`src/hdl/pfdm_pkg.sv`:
```
// pfdm_pkg: shared types, constants and sample conversion functions
// for the pcm frame downmix block; no dependencies
package pfdm_pkg;

  // converted sample width, signed, 23 fraction bits
  localparam int unsigned SAMPLE_W = 25;
  localparam int unsigned CFG_DATA_W = 4;
  localparam int unsigned CFG_INDEX_W = 2;

  typedef logic signed [SAMPLE_W-1:0] sample_t;

  localparam sample_t ONE_Q23 = 25'sd8388608;
  localparam logic [7:0] EXP_MAX = 8'hFF;
  localparam logic [7:0] EXP_BIAS = 8'd127;

  // configuration register indexes
  typedef enum logic [CFG_INDEX_W-1:0] {
    REG_SAMPLE_FORMAT    = 2'd0,
    REG_BYTES_PER_SAMPLE = 2'd1,
    REG_CHANNEL_COUNT    = 2'd2
  } reg_index_e;

  // sample format codes
  localparam logic FMT_PCM   = 1'b0;
  localparam logic FMT_FLOAT = 1'b1;

  typedef struct packed {
    logic       sample_format;
    logic [2:0] bytes_per_sample;
    logic [3:0] channel_count;
  } cfg_t;

  // status travelling with each queued word
  typedef struct packed {
    logic frame_done;
    logic end_clip;
    logic unsup;
  } flags_t;

  typedef enum logic [1:0] {
    BK_IDLE,
    BK_DIV,
    BK_DONE
  } back_state_e;

  // integer pcm to q23, len is 1..4 bytes
  function automatic sample_t conv_pcm(logic [31:0] w, logic [2:0] len);
    sample_t s;
    case (len)
      3'd1:    s = {~w[7], ~w[7], w[6:0], 16'h0000};
      3'd2:    s = {{2{w[15]}}, w[15:0], 7'h00};
      3'd3:    s = {w[23], w[23:0]};
      default: s = {w[31], w[31:8]};
    endcase
    return s;
  endfunction

  // ieee single to q23, truncated toward zero, saturated to +-1.0, nan to zero
  function automatic sample_t conv_float(logic [31:0] w);
    logic [7:0]  expo;
    logic [22:0] mant;
    logic [23:0] full;
    logic [7:0]  sh;
    sample_t     mag;
    expo = w[30:23];
    mant = w[22:0];
    full = {1'b1, mant};
    sh   = EXP_BIAS - expo;
    if (expo == EXP_MAX) begin
      mag = (mant != 23'd0) ? '0 : ONE_Q23;
    end else if (expo >= EXP_BIAS) begin
      mag = ONE_Q23;
    end else if (expo == 8'd0) begin
      mag = '0;
    end else if (sh >= 8'd24) begin
      mag = '0;
    end else begin
      mag = {1'b0, full >> sh[4:0]};
    end
    // nan already has zero magnitude, so the sign can be applied throughout
    if (w[31]) begin
      return -mag;
    end
    return mag;
  endfunction

endpackage

```
`src/hdl/pfdm_front.sv`:
```
// pfdm_front: takes data bytes, gathers samples, converts and sums a frame
// depends on pfdm_pkg
module pfdm_front #(
  parameter int unsigned MAX_CHANNELS = 8,
  parameter int unsigned SUM_W        = 29,
  parameter int unsigned DIV_W        = 4
) (
  input  logic                clk_i,
  input  logic                rst_ni,
  input  pfdm_pkg::cfg_t      cfg_i,
  input  logic                accept_i,
  input  logic [7:0]          data_byte_i,
  input  logic                last_byte_i,
  output logic                q_push_o,
  output logic [SUM_W-1:0]    q_sum_o,
  output logic [DIV_W-1:0]    q_chans_o,
  output pfdm_pkg::flags_t    q_flags_o
);
  import pfdm_pkg::*;

  localparam int unsigned CP_W = (MAX_CHANNELS > 1) ? $clog2(MAX_CHANNELS) : 1;

  logic [31:0]       gather_q, gather_d;
  logic [1:0]        byte_pos_q, byte_pos_d;
  logic [CP_W-1:0]   chan_pos_q, chan_pos_d;
  logic [SUM_W-1:0]  sum_q, sum_d;

  logic [2:0]        len;
  logic [DIV_W-1:0]  chans;
  logic              unsup;
  logic [31:0]       word;
  logic              sample_end;
  logic              frame_end;
  sample_t           sample;
  logic [SUM_W-1:0]  sum_new;

  // effective sample length and channel count
  always_comb begin
    if (cfg_i.bytes_per_sample == 3'd0) begin
      len = 3'd1;
    end else if (cfg_i.bytes_per_sample > 3'd4) begin
      len = 3'd4;
    end else begin
      len = cfg_i.bytes_per_sample;
    end
    if (cfg_i.channel_count == 4'd0) begin
      chans = DIV_W'(1);
    end else if (int'(cfg_i.channel_count) > int'(MAX_CHANNELS)) begin
      chans = DIV_W'(MAX_CHANNELS);
    end else begin
      chans = DIV_W'(cfg_i.channel_count);
    end
    unsup = (cfg_i.bytes_per_sample == 3'd0) || (cfg_i.bytes_per_sample > 3'd4) ||
            (cfg_i.sample_format == FMT_FLOAT && cfg_i.bytes_per_sample != 3'd4);
  end

  // byte gather, conversion and running frame sum
  always_comb begin
    word       = gather_q | (32'(data_byte_i) << {byte_pos_q, 3'b000});
    sample_end = ({1'b0, byte_pos_q} + 3'd1) >= len;
    frame_end  = sample_end && ((int'(chan_pos_q) + 1) >= int'(chans));
    if (unsup) begin
      sample = '0;
    end else if (cfg_i.sample_format == FMT_FLOAT) begin
      sample = conv_float(word);
    end else begin
      sample = conv_pcm(word, len);
    end
    sum_new = sum_q + {{(SUM_W-SAMPLE_W){sample[SAMPLE_W-1]}}, sample};
  end

  // next stream state
  always_comb begin
    gather_d   = gather_q;
    byte_pos_d = byte_pos_q;
    chan_pos_d = chan_pos_q;
    sum_d      = sum_q;
    if (accept_i) begin
      if (sample_end) begin
        gather_d   = '0;
        byte_pos_d = '0;
        if (frame_end) begin
          chan_pos_d = '0;
          sum_d      = '0;
        end else begin
          chan_pos_d = chan_pos_q + CP_W'(1);
          sum_d      = sum_new;
        end
      end else begin
        gather_d   = word;
        byte_pos_d = byte_pos_q + 2'd1;
      end
      if (last_byte_i) begin
        gather_d   = '0;
        byte_pos_d = '0;
        chan_pos_d = '0;
        sum_d      = '0;
      end
    end
  end

  always_ff @(posedge clk_i or negedge rst_ni) begin
    if (!rst_ni) begin
      gather_q   <= '0;
      byte_pos_q <= '0;
      chan_pos_q <= '0;
      sum_q      <= '0;
    end else begin
      gather_q   <= gather_d;
      byte_pos_q <= byte_pos_d;
      chan_pos_q <= chan_pos_d;
      sum_q      <= sum_d;
    end
  end

  // word towards the back end
  assign q_push_o             = accept_i && (frame_end || last_byte_i);
  assign q_sum_o              = sum_new;
  assign q_chans_o            = chans;
  assign q_flags_o.frame_done = frame_end;
  assign q_flags_o.end_clip   = last_byte_i;
  assign q_flags_o.unsup      = unsup;

endmodule

```
`src/hdl/pfdm_fifo.sv`:
```
// pfdm_fifo: short register queue between front and back end
// no dependencies
module pfdm_fifo #(
  parameter int unsigned WIDTH = 8,
  parameter int unsigned DEPTH = 4
) (
  input  logic             clk_i,
  input  logic             rst_ni,
  input  logic             push_i,
  input  logic [WIDTH-1:0] wdata_i,
  input  logic             pop_i,
  output logic [WIDTH-1:0] rdata_o,
  output logic             full_o,
  output logic             empty_o
);

  localparam int unsigned PTR_W = (DEPTH > 1) ? $clog2(DEPTH) : 1;
  localparam int unsigned CNT_W = $clog2(DEPTH + 1);

  logic [WIDTH-1:0] mem_q [DEPTH];
  logic [PTR_W-1:0] wr_q, wr_d, rd_q, rd_d;
  logic [CNT_W-1:0] cnt_q, cnt_d;

  assign full_o  = (cnt_q == CNT_W'(DEPTH));
  assign empty_o = (cnt_q == '0);
  assign rdata_o = mem_q[rd_q];

  // pointer and fill count update
  always_comb begin
    wr_d  = wr_q;
    rd_d  = rd_q;
    cnt_d = cnt_q;
    if (push_i) begin
      wr_d = (wr_q == PTR_W'(DEPTH - 1)) ? '0 : wr_q + PTR_W'(1);
    end
    if (pop_i) begin
      rd_d = (rd_q == PTR_W'(DEPTH - 1)) ? '0 : rd_q + PTR_W'(1);
    end
    if (push_i && !pop_i) begin
      cnt_d = cnt_q + CNT_W'(1);
    end else if (pop_i && !push_i) begin
      cnt_d = cnt_q - CNT_W'(1);
    end
  end

  always_ff @(posedge clk_i or negedge rst_ni) begin
    if (!rst_ni) begin
      wr_q  <= '0;
      rd_q  <= '0;
      cnt_q <= '0;
    end else begin
      wr_q  <= wr_d;
      rd_q  <= rd_d;
      cnt_q <= cnt_d;
    end
  end

  // storage
  always_ff @(posedge clk_i) begin
    if (push_i) begin
      mem_q[wr_q] <= wdata_i;
    end
  end

  a_no_overflow : assert property (@(posedge clk_i) disable iff (!rst_ni)
    push_i && !pop_i |-> cnt_q != CNT_W'(DEPTH))
    else $error("queue written while full");

  a_no_underflow : assert property (@(posedge clk_i) disable iff (!rst_ni)
    pop_i |-> cnt_q != '0)
    else $error("queue read while empty");

endmodule

```
`src/hdl/pfdm_back.sv`:
```
// pfdm_back: divides each frame sum by the channel count and holds the result word
// depends on pfdm_pkg
module pfdm_back #(
  parameter int unsigned SUM_W = 29,
  parameter int unsigned DIV_W = 4
) (
  input  logic                  clk_i,
  input  logic                  rst_ni,
  input  logic                  q_empty_i,
  input  logic [SUM_W-1:0]      q_sum_i,
  input  logic [DIV_W-1:0]      q_chans_i,
  input  pfdm_pkg::flags_t      q_flags_i,
  output logic                  q_pop_o,
  input  logic                  pop_i,
  output logic                  out_vld_o,
  output pfdm_pkg::sample_t     out_sample_o,
  output pfdm_pkg::flags_t      out_flags_o
);
  import pfdm_pkg::*;

  localparam int unsigned CNT_W = $clog2(SUM_W + 1);

  back_state_e      state_q, state_d;
  logic [SUM_W-1:0] quot_q, quot_d;
  logic [DIV_W:0]   rem_q, rem_d;
  logic [DIV_W-1:0] div_q, div_d;
  logic             neg_q, neg_d;
  flags_t           flags_q, flags_d;
  logic [CNT_W-1:0] cnt_q, cnt_d;

  logic             out_vld_q, out_vld_d;
  sample_t          out_sample_q;
  flags_t           out_flags_q;

  logic             slot_free;
  logic             out_load;
  logic             need_div;
  logic [DIV_W:0]   rem_sh;
  logic             ge;
  logic [SUM_W-1:0] res_full;

  assign slot_free = !out_vld_q || pop_i;
  assign need_div  = q_flags_i.frame_done && (q_chans_i != DIV_W'(1));

  // next state
  always_comb begin
    state_d = state_q;
    unique case (state_q)
      BK_IDLE: begin
        if (!q_empty_i) begin
          state_d = need_div ? BK_DIV : BK_DONE;
        end
      end
      BK_DIV: begin
        if (cnt_q == CNT_W'(1)) begin
          state_d = BK_DONE;
        end
      end
      BK_DONE: begin
        if (slot_free) begin
          state_d = BK_IDLE;
        end
      end
      default: state_d = BK_IDLE;
    endcase
  end

  // state outputs
  always_comb begin
    q_pop_o  = 1'b0;
    out_load = 1'b0;
    unique case (state_q)
      BK_IDLE: q_pop_o  = !q_empty_i;
      BK_DONE: out_load = slot_free;
      default: begin
        q_pop_o  = 1'b0;
        out_load = 1'b0;
      end
    endcase
  end

  // one restoring divide step
  always_comb begin
    rem_sh   = {rem_q[DIV_W-1:0], quot_q[SUM_W-1]};
    ge       = rem_sh >= {1'b0, div_q};
    res_full = neg_q ? -quot_q : quot_q;
  end

  // divider datapath
  always_comb begin
    quot_d  = quot_q;
    rem_d   = rem_q;
    div_d   = div_q;
    neg_d   = neg_q;
    flags_d = flags_q;
    cnt_d   = cnt_q;
    if (q_pop_o) begin
      flags_d = q_flags_i;
      div_d   = q_chans_i;
      rem_d   = '0;
      cnt_d   = CNT_W'(SUM_W);
      if (need_div) begin
        neg_d  = q_sum_i[SUM_W-1];
        quot_d = q_sum_i[SUM_W-1] ? -q_sum_i : q_sum_i;
      end else begin
        neg_d  = 1'b0;
        quot_d = q_flags_i.frame_done ? q_sum_i : '0;
      end
    end else if (state_q == BK_DIV) begin
      rem_d  = ge ? (rem_sh - {1'b0, div_q}) : rem_sh;
      quot_d = {quot_q[SUM_W-2:0], ge};
      cnt_d  = cnt_q - CNT_W'(1);
    end
  end

  // result word register
  always_comb begin
    out_vld_d = out_vld_q;
    if (out_load) begin
      out_vld_d = 1'b1;
    end else if (pop_i) begin
      out_vld_d = 1'b0;
    end
  end

  always_ff @(posedge clk_i or negedge rst_ni) begin
    if (!rst_ni) begin
      state_q   <= BK_IDLE;
      cnt_q     <= '0;
      out_vld_q <= 1'b0;
    end else begin
      state_q   <= state_d;
      cnt_q     <= cnt_d;
      out_vld_q <= out_vld_d;
    end
  end

  always_ff @(posedge clk_i) begin
    quot_q  <= quot_d;
    rem_q   <= rem_d;
    div_q   <= div_d;
    neg_q   <= neg_d;
    flags_q <= flags_d;
    if (out_load) begin
      out_sample_q <= res_full[SAMPLE_W-1:0];
      out_flags_q  <= flags_q;
    end
  end

  assign out_vld_o    = out_vld_q;
  assign out_sample_o = out_sample_q;
  assign out_flags_o  = out_flags_q;

  a_div_count_live : assert property (@(posedge clk_i) disable iff (!rst_ni)
    state_q == BK_DIV |-> cnt_q != '0)
    else $error("divider running with exhausted step count");

  a_rem_below_div : assert property (@(posedge clk_i) disable iff (!rst_ni)
    state_q == BK_DIV |-> rem_q < {1'b0, div_q})
    else $error("partial remainder not below divisor");

endmodule

```
`src/hdl/pcm_frame_downmix_to_mono.sv`:
```
// Byte-wide WAV sample decoder with mono downmix. Data bytes enter one per
// cycle through push/full; each result word leaves through empty/pop. The
// front end takes a byte every cycle while the result queue has room. The
// back end loads a word that needs no division (one channel, or an
// end-of-clip word without a frame) straight into its result register, and
// runs a frame of two or more channels through its bit-serial restoring
// divider first; it takes no new word until the result register has taken the
// last. A four-word queue between the two absorbs bursts. The configuration
// port is always ready; registers should be written only while no word is in
// flight.
module pcm_frame_downmix_to_mono #(
  parameter int unsigned MAX_CHANNELS = 8
) (
  input  logic                                clk_i,
  input  logic                                rst_ni,
  // configuration
  input  logic                                cfg_valid_i,
  output logic                                cfg_ready_o,
  input  logic [pfdm_pkg::CFG_INDEX_W-1:0]    cfg_index_i,
  input  logic [pfdm_pkg::CFG_DATA_W-1:0]     cfg_data_i,
  // byte input
  input  logic                                push,
  output logic                                full,
  input  logic [7:0]                          data_byte_i,
  input  logic                                last_byte_i,
  // result output
  output logic                                empty,
  input  logic                                pop,
  output logic signed [pfdm_pkg::SAMPLE_W-1:0] mono_sample_o,
  output logic                                sample_valid_o,
  output logic                                end_of_clip_o,
  output logic                                unsupported_format_o
);
  import pfdm_pkg::*;

  localparam int unsigned SUM_W   = SAMPLE_W + 1 + $clog2(MAX_CHANNELS);
  localparam int unsigned DIV_W   = $clog2(MAX_CHANNELS + 1);
  localparam int unsigned FLAGS_W = $bits(flags_t);
  localparam int unsigned ENTRY_W = SUM_W + DIV_W + FLAGS_W;
  localparam int unsigned Q_DEPTH = 4;

  cfg_t             cfg_q, cfg_d;
  logic             accept;
  logic             q_push, q_pop, q_full, q_empty;
  logic [SUM_W-1:0] f_sum, b_sum;
  logic [DIV_W-1:0] f_chans, b_chans;
  flags_t           f_flags, b_flags, out_flags;
  logic [ENTRY_W-1:0] q_wdata, q_rdata;
  logic             out_vld;
  sample_t          out_sample;

  // configuration registers
  assign cfg_ready_o = 1'b1;

  always_comb begin
    cfg_d = cfg_q;
    if (cfg_valid_i) begin
      unique case (reg_index_e'(cfg_index_i))
        REG_SAMPLE_FORMAT:    cfg_d.sample_format    = cfg_data_i[0];
        REG_BYTES_PER_SAMPLE: cfg_d.bytes_per_sample = cfg_data_i[2:0];
        REG_CHANNEL_COUNT:    cfg_d.channel_count    = cfg_data_i[3:0];
        default:              cfg_d                  = cfg_q;
      endcase
    end
  end

  always_ff @(posedge clk_i or negedge rst_ni) begin
    if (!rst_ni) begin
      cfg_q.sample_format    <= FMT_PCM;
      cfg_q.bytes_per_sample <= 3'd2;
      cfg_q.channel_count    <= 4'd1;
    end else begin
      cfg_q <= cfg_d;
    end
  end

  // input handshake
  assign full   = q_full;
  assign accept = push && !q_full;

  pfdm_front #(
    .MAX_CHANNELS (MAX_CHANNELS),
    .SUM_W        (SUM_W),
    .DIV_W        (DIV_W)
  ) u_front (
    .clk_i       (clk_i),
    .rst_ni      (rst_ni),
    .cfg_i       (cfg_q),
    .accept_i    (accept),
    .data_byte_i (data_byte_i),
    .last_byte_i (last_byte_i),
    .q_push_o    (q_push),
    .q_sum_o     (f_sum),
    .q_chans_o   (f_chans),
    .q_flags_o   (f_flags)
  );

  // queue between front and back end
  assign q_wdata = {f_sum, f_chans, f_flags};

  pfdm_fifo #(
    .WIDTH (ENTRY_W),
    .DEPTH (Q_DEPTH)
  ) u_fifo (
    .clk_i   (clk_i),
    .rst_ni  (rst_ni),
    .push_i  (q_push),
    .wdata_i (q_wdata),
    .pop_i   (q_pop),
    .rdata_o (q_rdata),
    .full_o  (q_full),
    .empty_o (q_empty)
  );

  assign b_sum   = q_rdata[ENTRY_W-1 -: SUM_W];
  assign b_chans = q_rdata[FLAGS_W +: DIV_W];
  assign b_flags = q_rdata[FLAGS_W-1:0];

  pfdm_back #(
    .SUM_W (SUM_W),
    .DIV_W (DIV_W)
  ) u_back (
    .clk_i        (clk_i),
    .rst_ni       (rst_ni),
    .q_empty_i    (q_empty),
    .q_sum_i      (b_sum),
    .q_chans_i    (b_chans),
    .q_flags_i    (b_flags),
    .q_pop_o      (q_pop),
    .pop_i        (pop && out_vld),
    .out_vld_o    (out_vld),
    .out_sample_o (out_sample),
    .out_flags_o  (out_flags)
  );

  // result ports
  assign empty                = !out_vld;
  assign mono_sample_o        = out_sample;
  assign sample_valid_o       = out_flags.frame_done;
  assign end_of_clip_o        = out_flags.end_clip;
  assign unsupported_format_o = out_flags.unsup;

  a_idle_word_zero : assert property (@(posedge clk_i) disable iff (!rst_ni)
    !empty && !sample_valid_o |-> mono_sample_o == '0)
    else $error("word without a frame carries a nonzero sample");

endmodule

```
`config.mk`:
```
export PLATFORM = sky130hd
export DESIGN_NAME = pcm_frame_downmix_to_mono
export DESIGN_NICKNAME = d
export VERILOG_FILES = /design/src/hdl/pfdm_pkg.sv /design/src/hdl/pfdm_front.sv /design/src/hdl/pfdm_fifo.sv /design/src/hdl/pfdm_back.sv /design/src/hdl/pcm_frame_downmix_to_mono.sv
export SDC_FILE = /design/constraint.sdc
export NUM_CORES = 1
export LEC_CHECK = 0
export BUFFER_PORTS_ARGS = -buffer_cell sky130_fd_sc_hd__buf_2
export CORE_ASPECT_RATIO = 1.1
export CORE_UTILIZATION = 40
export DETAILED_ROUTE_END_ITERATION = 10
export PLACE_DENSITY = 0.62
export SLEW_MARGIN = 20
export SYNTH_ARGS = -nofsm -noshare
export SYNTH_HDL_FRONTEND = slang
export SYNTH_SLANG_ARGS = --single-unit
```
`constraint.sdc`:
```
create_clock -name clk_i -period 20.1 [get_ports clk_i]
set_clock_uncertainty 0.2 [all_clocks]
set_input_delay 2.01 -clock clk_i [delete_from_list [all_inputs] [get_ports clk_i]]
set_output_delay 2.01 -clock clk_i [all_outputs]
set_load 0.005 [all_outputs]
```
==> results.md, run 1 <==
* Number of buffers inserted during clock tree synthesis at 34
* Result of the run: finished, final reports clean
* Worst r2r dst: u_fifo.mem_q[0][35]
* H-tree depth at 2
* Clock net sink count at 302
* Crit start category: input port
* Die extent in x at 202 um
* Clock latency at the later pin of the worst-skew pair at 0.55 ns
* Detailed Place HPWL at 32,400 um
* Root buf cell: sky130_fd_sc_hd__clkbuf_16
* Hold Vio Cnt, Final at 0
* Fin cells at 2,236
* Count of endpoints failing setup in the final report at 0
* R2r startpoint: u_front.byte_pos_q[0]
* Routed wirelength normalized by instance count at 20.3 um
* Highest cell delay on the worst timing path at 0.65 ns
* Path length in cells of the critical path at 25
* Post-synthesis sequential element count at 302
* Setup Fix Bufs, Post-CTS at 0
* Number of nets in the synthesized netlist at 1,699
* Minimum setup slack among reg-to-reg paths at 11.73 ns
* Number of enable flip-flop cells after synthesis at 209
* Number of core rows at 80
* Sequential element share of the synthesized area at 0.488
* Type of the setup path with the least slack: in -> reg
* Endpoint of the worst hold-timing path: u_back.out_flags_o[2]
* Total global-route track usage at 0.205
* Max VDD drop at 0.0709 mV
* Clock slew at the register clock pins of the worst setup and hold paths at 0.06 ns
* Max transition margin at 0.341
* Worst slack on hold paths at 0.223 ns
* Top area cells in the synthesized netlist: sky130_fd_sc_hd__edfxtp_1 (36%), sky130_fd_sc_hd__dfrtp_1 (12%), sky130_fd_sc_hd__mux4_2 (5.4%)
* Final Cycle Share at 0.465
* Post-synthesis instance area at 0.0176 mm2
* Transition at the pin with the smallest max-transition slack at 0.981 ns
* Final Power at 3.04 mW
* Final critical-path setup slack at 10.76 ns
* Cells on worst reg2reg path at 25
* Final total negative setup slack at 0 ns
* Hold path depth at 0
* Buffers and inverters on the worst path at 2
* Number of global-route vias before repair at 13,000
* Placed cell count at 2,174
* Required time of the critical path at 20.23 ns
* Remaining global-route overflow at 0
* RSZ-0062 raised after global routing: false
* Sum of routed wire length over all layers at 45,300 um
* Total of warnings raised by yosys at 0
* Count of instances resized after the clock tree is built at 0
* Fraction of final layout cells sized beyond drive strength 1 at 0.137
* Post-Syn Instances at 1,621
* Maximum buffer depth of the clock tree at 3
* Source of the critical timing path: data_byte_i[7]
* Starting density of the core at 0.406
* Pin count of the biggest net entering global routing at 58
* Setup slack after placement at 10.27 ns
* Maxcap violations at 0
* Power density cells at 157 mW/mm2
* Highest net fanout along the worst path at 18
* Initial antenna violation count at 0
* Worst hold path startpoint: u_back.flags_q[2]
* Number of DRC violations after detailed-routing iteration 0 at 861
* Global-route wire length before repair at 72,200 um
* Static leakage at 7.32 nW
* Share of the synthesized area in the top cell type at 0.357
* First-pass iteration count of the detailed router at 5
* Number of design rule violations left after detail routing at 0
* Detail-routed via count per cell at 5.86
* Timing-limited maximum frequency at 107 MHz
* Critical path capture point type: register
* Ant. Diodes at 0
* Syn-to-layout area delta at 10.2%
* Biggest area consumer among synthesized cells: sky130_fd_sc_hd__edfxtp_1
* Cell class contributing the biggest share of worst-path delay: compound AO/OA/AOI/OAI gates
* Most instantiated flip-flop cell in the synthesis netlist: sky130_fd_sc_hd__edfxtp_1
* Post-CTS Hold Buffers at 0
* Clock period minus worst slack at 9.34 ns
* CTS tree: done
* Number of pins exceeding their max-slew limit in the final report at 0
* Final RePlAce weighted congestion at 0.940
* Number of distinct library cells after synthesis at 93
* Slowest-stage cell, CP: sky130_fd_sc_hd__nor2_2
* Vertical die dimension at 222 um
* Die footprint at 0.0448 mm2
* Class of the tightest hold or removal check: reg -> reg
* Port Buffer Count at 49
* I/O pins at 51
* Final antenna-violating net count at 0
* Asr flop ratio synth at 0.295
* # nets final at 1,714
* Average cell area after synthesis at 10.8 um2
* Total via count in the routed design at 13,100
* Arrival time worst endpoint at 9.47 ns
* Core Region at 0.0433 mm2
==> power breakdown <==
| part | total [mW] | switching, mW | internal, mW |
|---|---|---|---|
| registers | 1.08 | 0.116 | 0.964 |
| logic | 1.35 | 0.852 | 0.502 |
| clock network | 0.603 | 0.259 | 0.344 |
==> kinds of logic (layout without fill, tap and decap cells) <==
family | Yosys count | count (layout) | synth area share
compound gates | 496 | 496 | 0.190
simple gates | 456 | 456 | 0.125
flops | 302 | 302 | 0.488
buf+inv | 141 | 182 | 0.0358
xor+xnor | 101 | 101 | 0.0503
mux | 66 | 66 | 0.0681
fa+ha+maj | 58 | 58 | 0.0426
other cells | 1 | 1 | 0.000213
==> metal layers <==
layer | vias to the layer above | global-route usage | share of wire
met1 | 6398 | 0.256 | 0.43
met4 | 0 | 0.103 | 0.048
met3 | 115 | 0.0290 | 0.044
li1 | 6203 | - | -
met5 | - | 0 | 0
met2 | 381 | 0.348 | 0.48
==> worst reg2reg max path, stage by stage, from the launching register on <==
cell and delay (ns):
sky130_fd_sc_hd__dfrtp_1 0.32, sky130_fd_sc_hd__buf_4 0.35, sky130_fd_sc_hd__and3b_1 0.40, sky130_fd_sc_hd__nor2_2 0.65, sky130_fd_sc_hd__mux4_2 0.63, sky130_fd_sc_hd__mux2i_1 0.35
sky130_fd_sc_hd__o21ai_0 0.13, sky130_fd_sc_hd__o221ai_1 0.30, sky130_fd_sc_hd__ha_1 0.20, sky130_fd_sc_hd__inv_1 0.05, sky130_fd_sc_hd__a31oi_1 0.25, sky130_fd_sc_hd__nand4_1 0.56
sky130_fd_sc_hd__o41ai_2 0.53, sky130_fd_sc_hd__xnor2_1 0.16, sky130_fd_sc_hd__a21oi_1 0.11, sky130_fd_sc_hd__ha_1 0.38, sky130_fd_sc_hd__and4_1 0.26, sky130_fd_sc_hd__and3_1 0.18
sky130_fd_sc_hd__o211a_1 0.17, sky130_fd_sc_hd__nor2_1 0.21, sky130_fd_sc_hd__o211ai_1 0.15, sky130_fd_sc_hd__a221oi_1 0.56, sky130_fd_sc_hd__a2111oi_0 0.18, sky130_fd_sc_hd__a211o_1 0.32
sky130_fd_sc_hd__or3_1 0.33, sky130_fd_sc_hd__xnor2_1 0.27
==> cells in the mapped netlist (28+ instances only) <==
cell,count
sky130_fd_sc_hd__xnor2_1,68
sky130_fd_sc_hd__nand2_1,148
sky130_fd_sc_hd__xor2_1,33
sky130_fd_sc_hd__inv_1,44
sky130_fd_sc_hd__clkbuf_1,56
sky130_fd_sc_hd__ha_1,55
sky130_fd_sc_hd__a21oi_1,134
sky130_fd_sc_hd__a211oi_1,28
sky130_fd_sc_hd__mux4_2,42
sky130_fd_sc_hd__o21ai_0,93
sky130_fd_sc_hd__edfxtp_1,209
sky130_fd_sc_hd__nand3_1,32
sky130_fd_sc_hd__nor2_1,125
sky130_fd_sc_hd__dfrtp_1,87
==> layout by cell type, fill, tap and decap left out, drive strengths merged, types with 7 or more instances in the layout <==
master  synthesis  final
or2            14     14
buf            37     72
o21a            8      8
mux2i          16     16
a22o           19     19
a211oi         28     28
or4             8      8
and3            9      9
nor2          128    128
ha             55     55
a22oi          10     10
nor3           27     27
o21ai         100    100
edfxtp        209    209
a31o            7      7
o211ai         25     25
o221ai          9      9
nand2         149    149
xor2           33     33
mux4           42     42
o41ai          12     12
clkinv          4     15
nor4           13     13
a21oi         135    135
xnor2          68     68
o22ai          21     21
clkbuf         56     39
nand3          33     33
nor2b           7      7
or3            16     16
a31oi          19     19
nand2b         16     16
a21o           17     17
nand4           7      7
and3b           7      7
dfrtp          87     87
mux2            8      8
o31ai          24     24
inv            44     51
and2            8      8
==> stage by stage <==
stage	instance area (um2)	util
6_report	19400	0.447
5_1_grt	19400	0.447
4_1_cts	19400	0.447
3_5_place_dp	18300	0.422
3_3_place_gp	18300	0.422
2_1_floorplan	17600	-
==> final cells by class <==
cell class | count | area (um2)
Clock buffer | 39 | 870
Clock inverter | 23 | 215
Fill cell | 4021 | 24000
Inverter | 48 | 180
Multi-Input combinational cell | 1178 | 8380
Sequential cell | 302 | 8590
Tap cell | 574 | 718
Timing Repair Buffer | 72 | 420
==> sequential cells by signal (all words and copies together) (netlist names), 4 cells and up <==
signal	cells
u_back.out_sample_o	25
u_front.gather_q	32
u_back.div_q	4
u_fifo.mem_q	144
u_back.cnt_q	5
cfg_q	8
u_front.sum_q	29
u_back.rem_q	4
u_back.quot_q	29
==> how the worst max path moves through the flow <==
stage                                     end  slack, ns
after floorplan           u_fifo.mem_q[0][35]      12.22
after global placement    u_fifo.mem_q[0][35]      10.58
final                     u_fifo.mem_q[0][35]      10.76
after CTS                 u_fifo.mem_q[0][35]      10.83
after detailed placement  u_fifo.mem_q[0][35]      10.27
after global routing      u_fifo.mem_q[3][35]      10.22
Note: power is estimated with default switching activity, not from simulation.
==> run 2: changes to the inputs <==
Clock period 20.1 ns to 9.6 ns, I/O delays scaled along.
==> run 2 against run 1 <==
Critical path depth is 1 higher. Global-route usage grew 0.35 points. First-iteration DRC count decreased by 0.46%. Die area stayed put. Combinational power up 110%. Final cell count is 0.27% higher. Design area is 0.40% higher. Wire length up 1.8%. Flip-flop and latch count did not move. Clock power rose by 110%. Clock-buffer cell count rose by 10. Sequential power up 110%. Critical path type is now reg -> reg.
==> results.md, run 2 (synthesized netlist as in run 1, its figures left out) <==
* Result of the run: finished, final reports clean
* I/O pins at 51
* Final Cycle Share at 0.858
* Register Area at 0.00859 mm2
* Clock net sink count at 302
* Fraction of final layout cells sized beyond drive strength 1 at 0.137
* Syn-to-layout area delta at 10.6%
* Arrival time worst endpoint at 8.37 ns
* Clock latency at the later pin of the worst-skew pair at 0.55 ns
* Number of design rule violations left after detail routing at 0
* Setup Fix Bufs, Post-CTS at 0
* Hold Vio Cnt, Final at 0
* Pin count of the biggest net entering global routing at 56
* Maxcap violations at 0
* Maximum buffer depth of the clock tree at 3
* RSZ-0062 raised after global routing: false
* Total global-route track usage at 0.209
* Ant. Diodes at 0
* Class of the tightest hold or removal check: in -> async
* Post-CTS Hold Buffers at 0
* First-pass iteration count of the detailed router at 9
* Max VDD drop at 0.143 mV
* Critical path capture point type: register
* Timing-limited maximum frequency at 121 MHz
* Register ranked first by flip-flop count: u_fifo.mem_q
* Highest net fanout along the worst path at 28
* Detail-routed via count per cell at 5.90
* Max transition margin at 0.228
* Vertical die dimension at 222 um
* Number of global-route vias before repair at 13,100
* Routed wirelength normalized by instance count at 20.6 um
* H-tree depth at 2
* # nets final at 1,720
* Sum of routed wire length over all layers at 46,100 um
* Crit start category: register
* Global-route wire length before repair at 73,500 um
* Highest cell delay on the worst timing path at 0.96 ns
* Clock period minus worst slack at 8.24 ns
* Buffers and inverters on the worst path at 3
* Placed cell count at 2,180
* Slowest-stage cell, CP: sky130_fd_sc_hd__dfrtp_1
* Required time of the critical path at 9.73 ns
* R2r startpoint: u_front.byte_pos_q[1]
* Minimum setup slack among reg-to-reg paths at 1.36 ns
* Final RePlAce weighted congestion at 0.960
* Core Region at 0.0433 mm2
* Total via count in the routed design at 13,200
* # fillers at 4,028
* Port Buffer Count at 49
* Cells on worst reg2reg path at 26
* Largest regs: u_fifo.mem_q x144, u_front.gather_q x32
* Starting density of the core at 0.406
* Detailed Place HPWL at 32,900 um
* Cell with the most instances on the worst path: sky130_fd_sc_hd__a21oi_1
* Count of instances resized after the clock tree is built at 0
* Remaining global-route overflow at 0
* Commonest non-fill, non-tap cell in the layout: sky130_fd_sc_hd__edfxtp_1
* Max reg flops at 144
* Number of buffers inserted during clock tree synthesis at 34
* Worst r2r dst: u_fifo.mem_q[3][35]
* Initial antenna violation count at 0
* Clock slew at the register clock pins of the worst setup and hold paths at 0.06 ns
* Final total negative setup slack at 0 ns
* Number of core rows at 80
* Number of pins exceeding their max-slew limit in the final report at 0
* Final Power at 6.38 mW
* Leading cell types in the layout, fill and taps excluded: sky130_fd_sc_hd__edfxtp_1 (209), sky130_fd_sc_hd__nand2_1 (148), sky130_fd_sc_hd__a21oi_1 (134)
* Number of DRC violations after detailed-routing iteration 0 at 857
* Die footprint at 0.0448 mm2
* Area taken by multi-input logic gates at 0.00838 mm2
* Final antenna-violating net count at 0
* Power density cells at 328 mW/mm2
* Die extent in x at 202 um
* Type of the setup path with the least slack: reg -> reg
* Fin cells at 2,242
* Static leakage at 7.36 nW
* Cell class contributing the biggest share of worst-path delay: compound AO/OA/AOI/OAI gates
* Root buf cell: sky130_fd_sc_hd__clkbuf_16
* Transition at the pin with the smallest max-transition slack at 1.14 ns
* CTS tree: done
* Count of endpoints failing setup in the final report at 0
==> run 2: worst reg2reg max path, cell delays in order (launching register included) <==
cell                        delay, ns
sky130_fd_sc_hd__dfrtp_1         0.96
sky130_fd_sc_hd__nor2b_1         0.74
sky130_fd_sc_hd__a21oi_1         0.16
sky130_fd_sc_hd__buf_4           0.23
sky130_fd_sc_hd__o31ai_1         0.70
sky130_fd_sc_hd__mux2i_1         0.37
sky130_fd_sc_hd__o21ai_0         0.26
sky130_fd_sc_hd__o221ai_1        0.21
sky130_fd_sc_hd__ha_1            0.27
sky130_fd_sc_hd__inv_1           0.07
sky130_fd_sc_hd__a31oi_1         0.07
sky130_fd_sc_hd__nand4_1         0.12
sky130_fd_sc_hd__buf_4           0.21
sky130_fd_sc_hd__o31ai_1         0.11
sky130_fd_sc_hd__xor2_1          0.18
sky130_fd_sc_hd__a221oi_1        0.29
sky130_fd_sc_hd__ha_1            0.35
sky130_fd_sc_hd__or2_2           0.30
sky130_fd_sc_hd__a21oi_1         0.15
sky130_fd_sc_hd__a21oi_1         0.10
sky130_fd_sc_hd__a22oi_1         0.21
sky130_fd_sc_hd__o211ai_1        0.14
sky130_fd_sc_hd__a221oi_1        0.57
sky130_fd_sc_hd__a2111oi_0       0.17
sky130_fd_sc_hd__a211o_1         0.32
sky130_fd_sc_hd__or3_1           0.33
sky130_fd_sc_hd__xnor2_1         0.26
==> run 2: routing by layer <==
layer,track usage,share of wire,up-vias
li1,-,-,6205
met1,0.259,0.41,6435
met2,0.347,0.48,461
met3,0.0316,0.054,127
met4,0.120,0.052,0
met5,0,0,-
==> run 2: worst max-delay path by stage <==
stage | cells after the start | endpoint | startpoint
2_1_floorplan | 28 | u_fifo.mem_q[0][35] | data_byte_i[0]
5_1_grt | 26 | u_fifo.mem_q[1][35] | u_front.byte_pos_q[1]
6_report | 26 | u_fifo.mem_q[3][35] | u_front.byte_pos_q[1]
3_5_place_dp | 26 | u_fifo.mem_q[0][35] | data_byte_i[0]
4_1_cts | 26 | u_fifo.mem_q[3][35] | u_front.byte_pos_q[1]
3_3_place_gp | 26 | u_fifo.mem_q[0][35] | data_byte_i[7]
==> run 2: cell type report <==
cell class / count / share of cell area
Sequential cell: 302 / 0.442
Multi-Input combinational cell: 1178 / 0.431
Clock buffer: 49 / 0.0502
Tap cell: 574 / 0.0369
Timing Repair Buffer: 78 / 0.0239
Inverter: 48 / 0.00926
Clock inverter: 13 / 0.00721
==> run 2: power breakdown <==
group / total, mW / internal, mW / switching (mW) / leakage, nW
registers: 2.30 / 2.02 / 0.279 / 3.16
clock network: 1.29 / 0.768 / 0.523 / 0.544
logic: 2.80 / 1.05 / 1.74 / 3.66
==> run 2: stage by stage <==
stage | setup slack [ns] | hold WS (ns) | util | area, um2
floorplan | 2.77 | 0.200 | - | 17600
global placement | 1.65 | 0.210 | 0.423 | 18300
detailed placement | 1.48 | 0.215 | 0.423 | 18300
CTS | 1.48 | 0.222 | 0.449 | 19400
global route | 0.834 | 0.239 | 0.449 | 19400
finish | 1.36 | 0.215 | 0.449 | 19400
